`config.mk`:
```
export PLATFORM = sky130hd
export DESIGN_NAME = spll_mul
export DESIGN_NICKNAME = d
export VERILOG_FILES = /design/src/hdl/spll_mul.sv
export SDC_FILE = /design/constraint.sdc
export NUM_CORES = 2
export LEC_CHECK = 0
export ABC_AREA = 1
export BUFFER_PORTS_ARGS = -buffer_cell sky130_fd_sc_hd__buf_2
export CAP_MARGIN = 40
export CORE_UTILIZATION = 50
export CTS_CLUSTER_DIAMETER = 50
export DETAILED_ROUTE_END_ITERATION = 10
export PLACE_DENSITY_LB_ADDON = 0.3
export SLEW_MARGIN = 25
export SYNTH_ARGS = -nofsm -noshare
export SYNTH_HDL_FRONTEND = slang
export SYNTH_SLANG_ARGS = --single-unit
```
`constraint.sdc`:
```
create_clock -name clk -period 12.9 [get_ports clk]
set_clock_uncertainty 0.2 [all_clocks]
set_input_delay 0 -clock clk [delete_from_list [all_inputs] [get_ports clk]]
set_output_delay 0 -clock clk [all_outputs]
set_load 0.01 [all_outputs]
```
`src/hdl/spll_mul.sv`:
```
// ----------------------------------------------------------------------------
// spll_mul: shared multiplier
// Signed 33 x 33 multiply with a registered 66-bit product.
// ----------------------------------------------------------------------------
`default_nettype none
module spll_mul (
  input  wire logic               clk,
  input  wire logic signed [32:0] op_a,
  input  wire logic signed [32:0] op_b,
  output logic signed [65:0]      prod_r
);
  always_ff @(posedge clk) begin
    prod_r <= op_a * op_b;
  end
endmodule
`default_nettype wire

```
# After elaboration in Yosys (flattened, before gate mapping)
# Index checks and enable logic that the tools add are counted.
[classes]
add_sub_neg = 0
mul = 1
n_div = 0
n_lt_le_gt_ge = 0
n_eq_ne = 0
n_shift = 0
muxes = 0
bitwise = 0
n_reduce_logical = 0
[ops]
columns = ["op", "n"]
rows = [
  ["$mul A33 B33 Y66", 1],
]
[totals]
reg_bits = 66
latchBits = 0
ram_bits = 0
mem_bits_ro = 0
inputBits = 67
output_inout_bits = 66
memories = 0

# Longest topological paths before layout
[depth]
word_depth = 1
mapped_depth = 34
mapped_depth_nobuf = 32

# Worst setup path after synthesis
# No wires, ideal clock.
[synth_timing]
kind = "input-to-reg"
from = "in op_a[32]"
to = "reg prod_r[60]"
setup_time_ns = 0.113
arrival_ns = 6.643
required_time_ns = 12.587
path_slack_ns = 5.944
cell_stages = 23
n_path_buf = 2
path_cell_list = "clkbuf_1 clkbuf_1 nand2_1 inv_1 fa_1 fa_1 fa_1 fa_1 inv_1 fa_1 fa_1 fa_1 fa_1 inv_1 ha_1 nand2_1 nor2_1 inv_1 nor3_1 nand2_1 and2_0 nand4_1 nand2_1"
[synth_between]
elab_chain_len = 1
[synth_rtl]
columns = ["element", "line_no", "source"]
rows = [
  ["from (decl)", "8", "input wire logic signed [32:0] op_a,"],
  ["$mul A33 B33 Y66", "13", "prod_r <= op_a * op_b;"],
  ["to (signal assigned)", "13", ""],
  ["to (decl)", "10", "output logic signed [65:0] prod_r"],
]
# Every way passes these cells.

# Worst setup path after layout
[layout_timing]
from = "in op_b[9]"
to = "reg prod_r[57]"
[layout_between]
elab_chain_len = 1
[layout_rtl]
columns = ["element", "line_no", "source"]
rows = [
  ["from (decl)", "9", "input wire logic signed [32:0] op_b,"],
  ["$mul A33 B33 Y66", "13", ""],
]
# Every way passes these cells.

==> key figures <==
Outcome
  • Status: finished clean

Global route
  • GRT overflow: 0
  • Number of global-route vias before repair: 36171
  • Largest net degree at the start of global routing: 35
  • First-pass GRT wire length: 191000 um
  • Tot GR Track Use: 28.3%
  • Initial antenna violation count: 9

STA
  • Maximum clock frequency: 0.133 GHz
  • Tmin final: 7.53 ns
  • Final setup fails: 0
  • Period utilization: 58.3%
  • RSZ-0062 raised after global routing: false
  • Final Hold Viols: 0
  • Max-slew violation count: 0
  • Worst rel slew slack: 39.2%
  • Setup TNS: 0 ns
  • Worst Max-Slew Pin Slew: 0.911 ns

Synth
  • Syn. warnings: 0
  • Synth Area in Adders: 59.4%
  • Mux share of post-synthesis cell area: 0%
  • Avg Cell Area, Syn: 7.79 um2
  • Area of the mapped netlist: 43200 um2
  • Synth Flop Type: dfxtp_1
  • Sequential element share of the synthesized area: 3.06%
  • Async set-reset flop share out of synthesis: 0%
  • Synth Area in Simple Gates: 16.6%
  • Register bit count reported by yosys: 66
  • XOR/XNOR Fraction of Synth Area: 0.832%
  • EDFF count, synth: 0
  • Netlist cell types: 35
  • Main combinational cell family by area after synthesis: adder cells
  • Syn Inst Count: 5543
  • Syn_nets: 6972
  • Compound-gate portion of the synthesized area: 1.38%

Floorplanning
  • Placeable Area: 85300 um2
  • Width of the die: 296 um
  • Starting Density: 50.6%
  • # rows: 107
  • I/O pins: 133
  • Die span in y: 296 um
  • Die ar.: 87500 um2

Layout
  • Biggest regs: prod_r (66)
  • Area Growth Syn to Fin: 5.32%
  • Nets: 6900
  • Reg with most FFs: prod_r
  • Fin util: 53.3%
  • Max reg flops: 66
  • Layout cells sized above 1: 4.71%

Detailed routing
  • DRC: 0
  • Total number of vias: 32663
  • Post-Route WL: 116000 um
  • Antenna Violating Nets Remaining: 0
  • DRT iter0 DRCs: 2082
  • Wirelength per Cell: 17.5 um
  • Via/cell ratio: 4.93
  • 1st-pass router iterations: 7

Worst setup path
  • Critical path required time: 12.94 ns
  • Worst Setup End Kind: flop
  • Worst setup path class: in -> reg
  • CP startpoint kind: input port
  • Max FO, Critical Path: 33
  • CP Data Arrival Time: 7.56 ns

Flow run
  • Max-cap violations: 0

Clocking
  • CTS Hold Bufs: 0
  • Sinks on Clock Net: 66
  • Clk buf depth: 2
  • CTS tree: built
  • Root Driver: clkbuf_16
  • Clk slew on worst S/H paths: 0.06 ns
  • Cts repair resizes: 0
  • Post-CTS Setup Bufs: 0
  • H-tree depth: 3
  • CTS Buf Count: 9

Min path
  • Hold Path Depth: 3
  • Hold Path Class: in -> reg
  • Hold Crit Start: op_b[0]
  • Hold worst-path end: prod_r[0]

Placement
  • Gpl congestion: 0.955
  • IO Port Bufs: 132
  • Dpl hpwl: 98200 um
==> placed cells by master (no fill, tap or decap), types with 4 or more instances in the layout <==
master / count
o21ai_0: 19
ha_1: 217
xnor2_1: 4
xor2_1: 37
clkbuf_16: 9
nor3_1: 7
buf_2: 132
nand3_2: 8
nor4_1: 4
nand4_1: 19
buf_4: 18
o21bai_1: 14
diode_2: 4
fa_1: 1144
nor2_1: 131
or2_2: 5
buf_16: 23
nand2_2: 17
a21oi_2: 4
dfxtp_1: 66
nand2_1: 1517
buf_12: 6
nor2_2: 20
a21oi_1: 61
inv_1: 1894
nand3_1: 70
==> worst max-delay path, stage by stage <==
cell and delay [ns]:
buf_2 0.61, nand2_1 0.29, fa_1 0.68, fa_1 0.92
fa_1 0.54, inv_1 0.37, fa_1 0.53, fa_1 0.58
fa_1 0.43, fa_1 0.50, inv_1 0.05, fa_1 0.47
inv_1 0.04, ha_1 0.39, nand2_1 0.13, nor2_1 0.26
nand3_1 0.20, nor2_1 0.20, o21ai_0 0.16, nand4_1 0.12
nand2_1 0.05
==> synth_stat cells, types with 8 or more instances <==
master,number,area [um2]
inv_1,1894,7110
nand2_1,1517,5690
fa_1,1145,22900
clkbuf_1,262,983
ha_1,217,2720
nor2_1,131,492
nand3_1,70,350
dfxtp_1,66,1320
a21oi_1,61,305
xor2_1,37,324
nor2_2,20,125
nand4_1,19,119
o21ai_0,19,95.1
nand2_2,17,106
o21bai_1,14,105
nand3_2,8,80.1
==> metrics by stage <==
step | cell area [um2] | hold WS (ns) | std cells | worst slack, ns
2_1_floorplan | 43200 | 0.0636 | 5543 | 5.94
3_3_place_gp | 44400 | 0.193 | 6574 | 5.01
3_5_place_dp | 44700 | 0.194 | 6586 | 5.03
4_1_cts | 45000 | 0.132 | 6602 | 5.37
5_1_grt | 45500 | 0.181 | 6623 | 4.95
6_report | 45500 | 0.157 | 6624 | 5.37
==> worst max-delay path by stage <==
stage | depth (start not counted) | endpoint | from
after global routing | 23 | prod_r[65] | op_b[9]
after global placement | 21 | prod_r[64] | op_a[32]
after CTS | 21 | prod_r[57] | op_b[9]
after floorplan | 23 | prod_r[60] | op_a[32]
final | 21 | prod_r[57] | op_b[9]
after detailed placement | 21 | prod_r[57] | op_b[9]
==> cell families (layout without fill, tap and decap cells) <==
kind of cell               Yosys count  count (layout)
other                                0               4
buffers and inverters             2158            2091
and+or+nand+nor                   1810            1810
adders and majority gates         1362            1362
DFF                                 66              66
xor gates and xnor gates            41              41
AOI/OAI and AO/OA                  106             106
==> layout make-up <==
class,instances,area [um2]
Tap cell,1144,1430
Multi-Input combinational cell,3319,33800
Antenna cell,4,10.0
Inverter,1895,7110
Sequential cell,66,1320
Timing Repair Buffer,180,1560
Fill cell,8164,39800
Clock buffer,10,239
Clock inverter,6,40.0
==> metal layers <==
metal / track usage [%] / vias up / part of all wire, %
li1: - / 14833 / -
met3: 4.19 / 263 / 7.0
met1: 34.9 / 16368 / 39
met5: 0 / - / 0.059
met4: 9.92 / 12 / 3.8
met2: 50.3 / 1187 / 50
Power is left out: the tool's default activity adds up to more than one toggle a clock period on the data nets, which glitch-free logic cannot reach.
