### src/hdl/spll_pkg.sv
// ----------------------------------------------------------------------------
// spll_pkg: shared types and constants of the single-phase grid PLL
// Configuration record, register indexes, fixed-point coefficients, saturation.
// ----------------------------------------------------------------------------
`default_nettype none
package spll_pkg;

  localparam int unsigned CFG_AW = 5;

  // register indexes, one word each at byte address 4*index
  localparam logic [2:0] REG_MODE    = 3'd0;
  localparam logic [2:0] REG_KP      = 3'd1;
  localparam logic [2:0] REG_KI      = 3'd2;
  localparam logic [2:0] REG_TS      = 3'd3;
  localparam logic [2:0] REG_NOMINAL = 3'd4;
  localparam logic [2:0] REG_DEV     = 3'd5;
  localparam logic [2:0] REG_SOGI_K  = 3'd6;

  typedef struct packed {
    logic        mode;
    logic [15:0] loop_kp;
    logic [15:0] loop_ki;
    logic [31:0] sample_period;
    logic [25:0] nominal_freq;
    logic [25:0] max_deviation;
    logic [15:0] sogi_gain;
  } cfg_t;

  localparam logic        RST_MODE    = 1'b0;
  localparam logic [15:0] RST_KP      = 16'd15360;
  localparam logic [15:0] RST_KI      = 16'd2000;
  localparam logic [31:0] RST_TS      = 32'd429497;
  localparam logic [25:0] RST_NOMINAL = 26'd3276800;
  localparam logic [25:0] RST_DEV     = 26'd327680;
  localparam logic [15:0] RST_SOGI_K  = 16'd23170;

  // odd sine polynomial, Q2.30
  localparam logic [30:0] SIN_A1 = 31'd1686629713;
  localparam logic [30:0] SIN_A3 = 31'd693598668;
  localparam logic [30:0] SIN_A5 = 31'd85569306;
  localparam logic [30:0] SIN_A7 = 31'd5026995;
  localparam logic [30:0] SIN_A9 = 31'd172273;
  localparam logic [30:0] ONE_Q30 = 31'h4000_0000;
  localparam logic [31:0] QUARTER_TURN = 32'h4000_0000;

  localparam logic signed [32:0] TWO_PI_Q28     = 33'sd1686629713;
  localparam logic signed [32:0] INV_TWO_PI_Q32 = 33'sd683565276;

  // fixed notch biquad, Q2.30
  localparam logic signed [32:0] NOTCH_B0 = 33'sd1487473983;
  localparam logic signed [32:0] NOTCH_B1 = -33'sd2973479947;
  localparam logic signed [32:0] NOTCH_B2 = 33'sd1487473983;
  localparam logic signed [32:0] NOTCH_A1 = -33'sd2103495559;
  localparam logic signed [32:0] NOTCH_A2 = 33'sd1031221648;

  localparam logic [25:0] FREQ_MAX = 26'h3FF_FFFF;

  // saturate to the signed 32-bit range
  function automatic logic signed [31:0] sat32(input logic signed [65:0] v);
    logic signed [31:0] res;
    if ((&v[65:31]) || (~|v[65:31])) res = v[31:0];
    else if (v[65]) res = 32'sh8000_0000;
    else res = 32'sh7FFF_FFFF;
    return res;
  endfunction

endpackage
`default_nettype wire

### src/hdl/spll_cfg.sv
// ----------------------------------------------------------------------------
// spll_cfg: configuration registers
// APB-style write and read of the loop settings.
// ----------------------------------------------------------------------------
`default_nettype none
module spll_cfg (
  input  wire logic                       clk,
  input  wire logic                       rst_n,
  input  wire logic                       psel,
  input  wire logic                       penable,
  input  wire logic                       pwrite,
  input  wire logic [spll_pkg::CFG_AW-1:0] paddr,
  input  wire logic [31:0]                pwdata,
  output logic [31:0]                     prdata,
  output logic                            pready,
  output spll_pkg::cfg_t                  cfg
);
  import spll_pkg::*;

  cfg_t       cfg_r;
  logic [2:0] idx;

  assign idx    = paddr[CFG_AW-1:2];
  assign pready = 1'b1;
  assign cfg    = cfg_r;

  always_ff @(posedge clk) begin
    if (!rst_n) begin
      cfg_r.mode          <= RST_MODE;
      cfg_r.loop_kp       <= RST_KP;
      cfg_r.loop_ki       <= RST_KI;
      cfg_r.sample_period <= RST_TS;
      cfg_r.nominal_freq  <= RST_NOMINAL;
      cfg_r.max_deviation <= RST_DEV;
      cfg_r.sogi_gain     <= RST_SOGI_K;
    end else if (psel && penable && pwrite) begin
      case (idx)
        REG_MODE:    cfg_r.mode          <= pwdata[0];
        REG_KP:      cfg_r.loop_kp       <= pwdata[15:0];
        REG_KI:      cfg_r.loop_ki       <= pwdata[15:0];
        REG_TS:      cfg_r.sample_period <= pwdata;
        REG_NOMINAL: cfg_r.nominal_freq  <= pwdata[25:0];
        REG_DEV:     cfg_r.max_deviation <= pwdata[25:0];
        REG_SOGI_K:  cfg_r.sogi_gain     <= pwdata[15:0];
        default: ;
      endcase
    end
  end

  always_comb begin
    case (idx)
      REG_MODE:    prdata = {31'd0, cfg_r.mode};
      REG_KP:      prdata = {16'd0, cfg_r.loop_kp};
      REG_KI:      prdata = {16'd0, cfg_r.loop_ki};
      REG_TS:      prdata = cfg_r.sample_period;
      REG_NOMINAL: prdata = {6'd0, cfg_r.nominal_freq};
      REG_DEV:     prdata = {6'd0, cfg_r.max_deviation};
      REG_SOGI_K:  prdata = {16'd0, cfg_r.sogi_gain};
      default:     prdata = 32'd0;
    endcase
  end

endmodule
`default_nettype wire

### config.mk
export PLATFORM = sky130hd
export DESIGN_NAME = spll_cfg
export DESIGN_NICKNAME = d
export VERILOG_FILES = /design/src/hdl/spll_pkg.sv /design/src/hdl/spll_cfg.sv
export SDC_FILE = /design/constraint.sdc
export NUM_CORES = 1
export LEC_CHECK = 0
export BUFFER_PORTS_ARGS = -buffer_cell sky130_fd_sc_hd__buf_2
export CAP_MARGIN = 20
export CORE_MARGIN = 2
export CORE_UTILIZATION = 54
export DETAILED_ROUTE_END_ITERATION = 7
export GPL_ROUTABILITY_DRIVEN = 0
export PLACE_DENSITY = 0.91
export RECOVER_POWER = 25
export SYNTH_ARGS = -nofsm -noshare
export SYNTH_HDL_FRONTEND = slang
export SYNTH_SLANG_ARGS = --single-unit
### constraint.sdc
create_clock -name clk -period 2.3 [get_ports clk]
set_clock_uncertainty 0.15 [all_clocks]
set_input_delay 0.115 -clock clk [delete_from_list [all_inputs] [get_ports clk]]
set_output_delay 0.115 -clock clk [all_outputs]
set_load 0.02 [all_outputs]
-- Yosys cells after proc, flatten, opt, wreduce, memory -nomap -nowiden
Index checks and enable logic that the tools add are counted.
Widths: inputs -> output; s select.
- register bits: 133
- input port bits: 42
- output and inout port bits: 166
- logic and storage cells: 24
- reduce and logical (&&, ||, !) cells: 10
- equality and inequality tests: 6
- muxes and demuxes: 1
- operators with widths (operator ; number):
    $pmux 32 s7 ; 1
    $reduce_and 2->1 ; 7
    $eq 3x3->1 const B ; 3
    $eq 3x2->1 const B ; 2
    $eq 3x1->1 const B ; 1
    $logic_not 3->1 ; 1
    $logic_and 1x1->1 ; 2

-- Logic depth before layout (Yosys ltp)
- depth in word-level cells: 3
- mapped depth: 6
- mapped depth without buffers: 3

-- Worst setup path before layout
No wires, ideal clock.
- kind: input to output
- start point: input port paddr[3] (netlist name)
- end point: output port prdata[16]
- required time: 2.035 ns
- arrival: 1.228 ns
- stages: 5
- slack: 0.807 ns
- path buffers: 3
- cells stage by stage: buf_4 > nand2b_1 > buf_2 > clkbuf_1 > o21ai_0
- cells in the longest elaborated chain, start to end: 2
- elaborated cells between the ends (all ways): 8
- classes of those cells: eq/ne: 6; mux: 1; reduce/logical: 1
- ends and longest elaborated chain (element ; RTL line ; source):
    from (decl) ; spll_cfg.sv:12 ; input wire logic [spll_pkg::CFG_AW-1:0] paddr,
    $eq 3x3->1 (tied with other cells) ; spll_cfg.sv:51 ; case (idx)
    $pmux 32 s7 * ; spll_cfg.sv:51 ;
    to (decl) ; spll_cfg.sv:14 ; output logic [31:0] prdata,
Every way passes the cells marked *; elsewhere a longest branch is shown, timed or not.

-- Worst setup path in the final report
- start point: input port paddr[4] (netlist name)
- end point: output port prdata[8]
Same word-level chain as after synthesis.

==> impl_metrics.prom <==
# TYPE chip_impl_metric gauge
chip_impl_metric{name="grt_overflow_total",unit=""} 0
chip_impl_metric{name="largest_register_ff_count",unit=""} 133
chip_impl_info{name="clockRootBuffer",value="clkbuf_16"} 1
chip_impl_metric{name="design.die.area",unit="mm²"} 0.01214
chip_impl_metric{name="post_cts.repair.setup_buffers",unit=""} 0
chip_impl_metric{name="io_buffer_count",unit=""} 204
chip_impl_metric{name="timing.critical_path.slowest_cell_delay",unit="ns"} 0.38
chip_impl_metric{name="final_cell_area",unit="mm²"} 0.008038
chip_impl_metric{name="required",unit="ns"} 2.04
chip_impl_metric{name="max_slew.worst_pin.slew",unit="ns"} 0.8221
chip_impl_metric{name="post_synth.cell_area_avg",unit="µm²"} 9.348
chip_impl_metric{name="dp_hpwl",unit="mm"} 13.10
chip_impl_metric{name="clockBufferDepth",unit=""} 2
chip_impl_metric{name="multi_input_comb_area",unit="mm²"} 0.003078
chip_impl_metric{name="grt_antenna_before_repair",unit=""} 0
chip_impl_metric{name="clk_latency",unit="ns"} 0.41
chip_impl_metric{name="finalMaxSlewViolations",unit=""} 0
chip_impl_metric{name="routed_wirelength",unit="mm"} 20.26
chip_impl_metric{name="vias_per_cell",unit=""} 5.896
chip_impl_metric{name="die_h",unit="µm"} 110.2
chip_impl_metric{name="power_density",unit="mW/mm²"} 689.7
chip_impl_metric{name="setup_viol",unit=""} 0
chip_impl_metric{name="wire_length_of_the_first_global_routing_pass",unit="mm"} 30.64
chip_impl_metric{name="post-route-util",unit="%"} 73.50
chip_impl_metric{name="h_tree_depth",unit=""} 4
chip_impl_info{name="cpMaxStageDelayCell",value="buf_2"} 1
chip_impl_metric{name="post_cts_resize_count",unit=""} 0
chip_impl_metric{name="worst-path-max-fanout",unit=""} 19
chip_impl_metric{name="number_of_search_and_repair_iterations_in_the_first_detailed_routing_pass",unit=""} 6
chip_impl_info{name="crit_path_cell_trace",value="buf_2 -> nor2b_1 -> buf_4 -> a22oi_1 -> o211ai_1 -> buf_2"} 1
chip_impl_metric{name="insertedDiodeCount",unit=""} 0
chip_impl_metric{name="synth.lib_cells_used.distinct",unit=""} 41
chip_impl_metric{name="worst_slew_margin_rel",unit="%"} 45.06
chip_impl_metric{name="detail_route.iter0.violations",unit=""} 572
chip_impl_metric{name="syn-cell-area",unit="mm²"} 0.006086
chip_impl_metric{name="initial_standard_cell_utilization_of_the_core",unit="%"} 55.65
chip_impl_metric{name="dr_total_vias",unit=""} 6079
chip_impl_metric{name="finalNetCount",unit=""} 920
chip_impl_metric{name="avgRoutedWirePerCell",unit="µm"} 19.65
chip_impl_metric{name="fp-row-count",unit=""} 38
chip_impl_metric{name="antenna_left",unit=""} 0
chip_impl_metric{name="synth_seq_cells",unit=""} 133
chip_impl_info{name="setup_repair_after_global_routing_missed_its_margin",value="no"} 1
chip_impl_info{name="run_status",value="finished, final reports clean"} 1
chip_impl_info{name="timing.critical_path.to_type",value="output port"} 1
chip_impl_metric{name="drt_drc_violations_left",unit=""} 0
chip_impl_metric{name="fmaxAchievable",unit="MHz"} 530.1
chip_impl_info{name="tritoncts",value="yes"} 1
chip_impl_metric{name="first_global_vias",unit=""} 5785
chip_impl_metric{name="ir_drop",unit="mV"} 0.6481
chip_impl_metric{name="share_of_post_route_cells_with_drive_strength_above_1",unit="%"} 24.02
chip_impl_metric{name="grt_start_max_net_pins",unit=""} 57
chip_impl_metric{name="synthCells",unit=""} 651
chip_impl_info{name="crit_path_frequent_cell",value="buf_2"} 1
chip_impl_metric{name="final_period_demand_of_the_worst_path",unit="ns"} 1.887
chip_impl_metric{name="clkTransAtPathRegs",unit="ns"} 0.06
chip_impl_info{name="critical_path_class",value="input port to output port"} 1
chip_impl_metric{name="yosys.area.top_type_share",unit="%"} 43.75
chip_impl_metric{name="critPathBufInv",unit=""} 3
chip_impl_metric{name="tritoncts_num_sinks",unit=""} 133
chip_impl_metric{name="p_leak",unit="µW"} 0.003715
chip_impl_metric{name="setup_tns",unit="ns"} 0
chip_impl_metric{name="arr_time_crit_path",unit="ns"} 1.62
chip_impl_metric{name="register_area",unit="mm²"} 0.002663
chip_impl_metric{name="drv_cap",unit=""} 0
chip_impl_metric{name="syn_to_layout_area_delta",unit="%"} 32.07
chip_impl_info{name="synthDominantAreaCellType",value="dfxtp_1"} 1
chip_impl_metric{name="total_power",unit="µW"} 5544
chip_impl_info{name="leading_post_synthesis_cells_by_cell_area",value="dfxtp_1 (44%), mux2i_1 (21%), nand2_1 (9.3%), nand3_1 (3.2%), o21ai_0 (3.0%)"} 1
chip_impl_metric{name="cts_buffers",unit=""} 17
chip_impl_metric{name="timing.final.hold_violations",unit=""} 0
chip_impl_info{name="worst_path_dominant_cell_family",value="buffers and inverters"} 1
chip_impl_metric{name="ys_warn_count",unit=""} 0
chip_impl_metric{name="synth_seq_area_share",unit="%"} 43.75
chip_impl_metric{name="min_period_over_period",unit="%"} 82.03
chip_impl_metric{name="postSynthNetCount",unit=""} 693
chip_impl_metric{name="gr-usage-all-layers",unit="%"} 33.27
chip_impl_metric{name="instance_area_at_placement",unit="mm²"} 0.007191
chip_impl_metric{name="chipWidth",unit="µm"} 110.2
chip_impl_info{name="crit_path_start_kind",value="input port"} 1
chip_impl_metric{name="io_pins",unit=""} 208
chip_impl_info{name="min_path_type",value="input port to flip-flop"} 1
chip_impl_metric{name="fp.coreArea",unit="mm²"} 0.01094
chip_impl_metric{name="fillerInstances",unit=""} 812
==> worst min-delay path, delay by kind of cell <==
family	cells	cell delay [ns]
buffers and inverters	1	0.14
AO/OA/AOI/OAI	1	0.10
AND/OR/NAND/NOR	1	0.20
==> cells by family after synthesis <==
logic type,after synthesis,synth area share [%]
other,1,0.06162
muxes,138,23.11
AOI/OAI and AO/OA,91,10.12
and+or+nand+nor,225,17.25
buffers and inverters,63,5.716
DFF,133,43.75
==> per-stage QoR <==
step,hold slack [ns],setup WS [ns],cells
6_report,0.05564,0.4134,1031
2_1_floorplan,0.1038,0.8074,651
5_1_grt,0.04815,0.3202,1031
4_1_cts,0.03021,0.4100,1031
3_3_place_gp,0.2143,0.4048,964
3_5_place_dp,0.2227,0.3491,964
==> worst paths after layout <==
path                              from               endpoint  cells after the start  slack (ns)
setup / recovery              paddr[4]              prdata[8]                      6        0.41
hold / removal                 penable  cfg[132]$_SDFFE_PN0P_                      3        0.06
setup reg to reg  cfg[71]$_SDFFE_PN1P_   cfg[71]$_SDFFE_PN1P_                      3        0.94
hold reg to reg   cfg[77]$_SDFFE_PN0P_   cfg[77]$_SDFFE_PN0P_                      2        0.32
==> Yosys cell counts <==
cell	number
a32oi_1	12
nor2_4	3
buf_6	8
dfxtp_1	133
a21oi_1	3
nand2_2	1
mux4_2	1
buf_4	5
a2bb2oi_1	2
nor3_1	1
o21ai_0	37
nand2b_1	3
nor3b_1	2
nand4_1	1
nor2b_1	10
and3b_1	2
and2_1	6
nand3_4	1
o22a_1	1
o221ai_1	4
a221oi_1	3
nand2_1	150
o211ai_1	15
o41ai_1	1
conb_1	1
nand3_1	39
buf_2	17
nand2_4	2
a22oi_1	8
mux2_2	10
mux2i_1	127
o2bb2ai_1	1
clkbuf_1	25
buf_8	1
and4b_1	1
nor2_2	1
nand4b_4	1
a31oi_1	1
inv_1	7
o311ai_0	3
and4_1	1
==> power breakdown <==
group | switching, µW | internal [µW] | leakage [µW]
registers | 16.8 | 2320 | 0.00107
clock network | 1080 | 1610 | 0.000270
logic | 324 | 192 | 0.00237
==> timing repair <==
action,4_1_cts,5_1_grt
hold buffers,35,0
endpoints found under the hold margin,133,0
setup endpoints to repair,0,0
==> area by class of cell <==
cell class | count | area share [%]
Multi-Input combinational cell | 455 | 38.29
Sequential cell | 133 | 33.13
Timing Repair Buffer | 264 | 18.85
Clock buffer | 18 | 5.339
Tap cell | 140 | 2.179
Clock inverter | 14 | 1.884
Inverter | 7 | 0.3269
==> per-layer routing <==
layer | track usage (%) | wire [µm] | share of wire (%)
met1 | 40.60 | 8004 | 40
met3 | 9.583 | 1932 | 9.5
met5 | 0 | 0 | 0
met2 | 54.95 | 9650 | 48
met4 | 13.93 | 669 | 3.3
==> placed cells by master (no fill, tap or decap), types with 4 or more instances in the layout <==
master         count
a22oi_1            8
a32oi_1           12
and2_1             6
buf_2            136
buf_4             23
clkbuf_1          68
clkbuf_16         17
clkinvlp_4         5
dfxtp_1          133
dlygate4sd3_1     35
inv_1              7
inv_6              4
mux2_2            10
mux2i_1          127
nand2_1          150
nand3_1           39
nor2b_1            9
o211ai_1          15
o21ai_0           37
o221ai_1           4
Note: power is estimated with default switching activity, not from simulation.
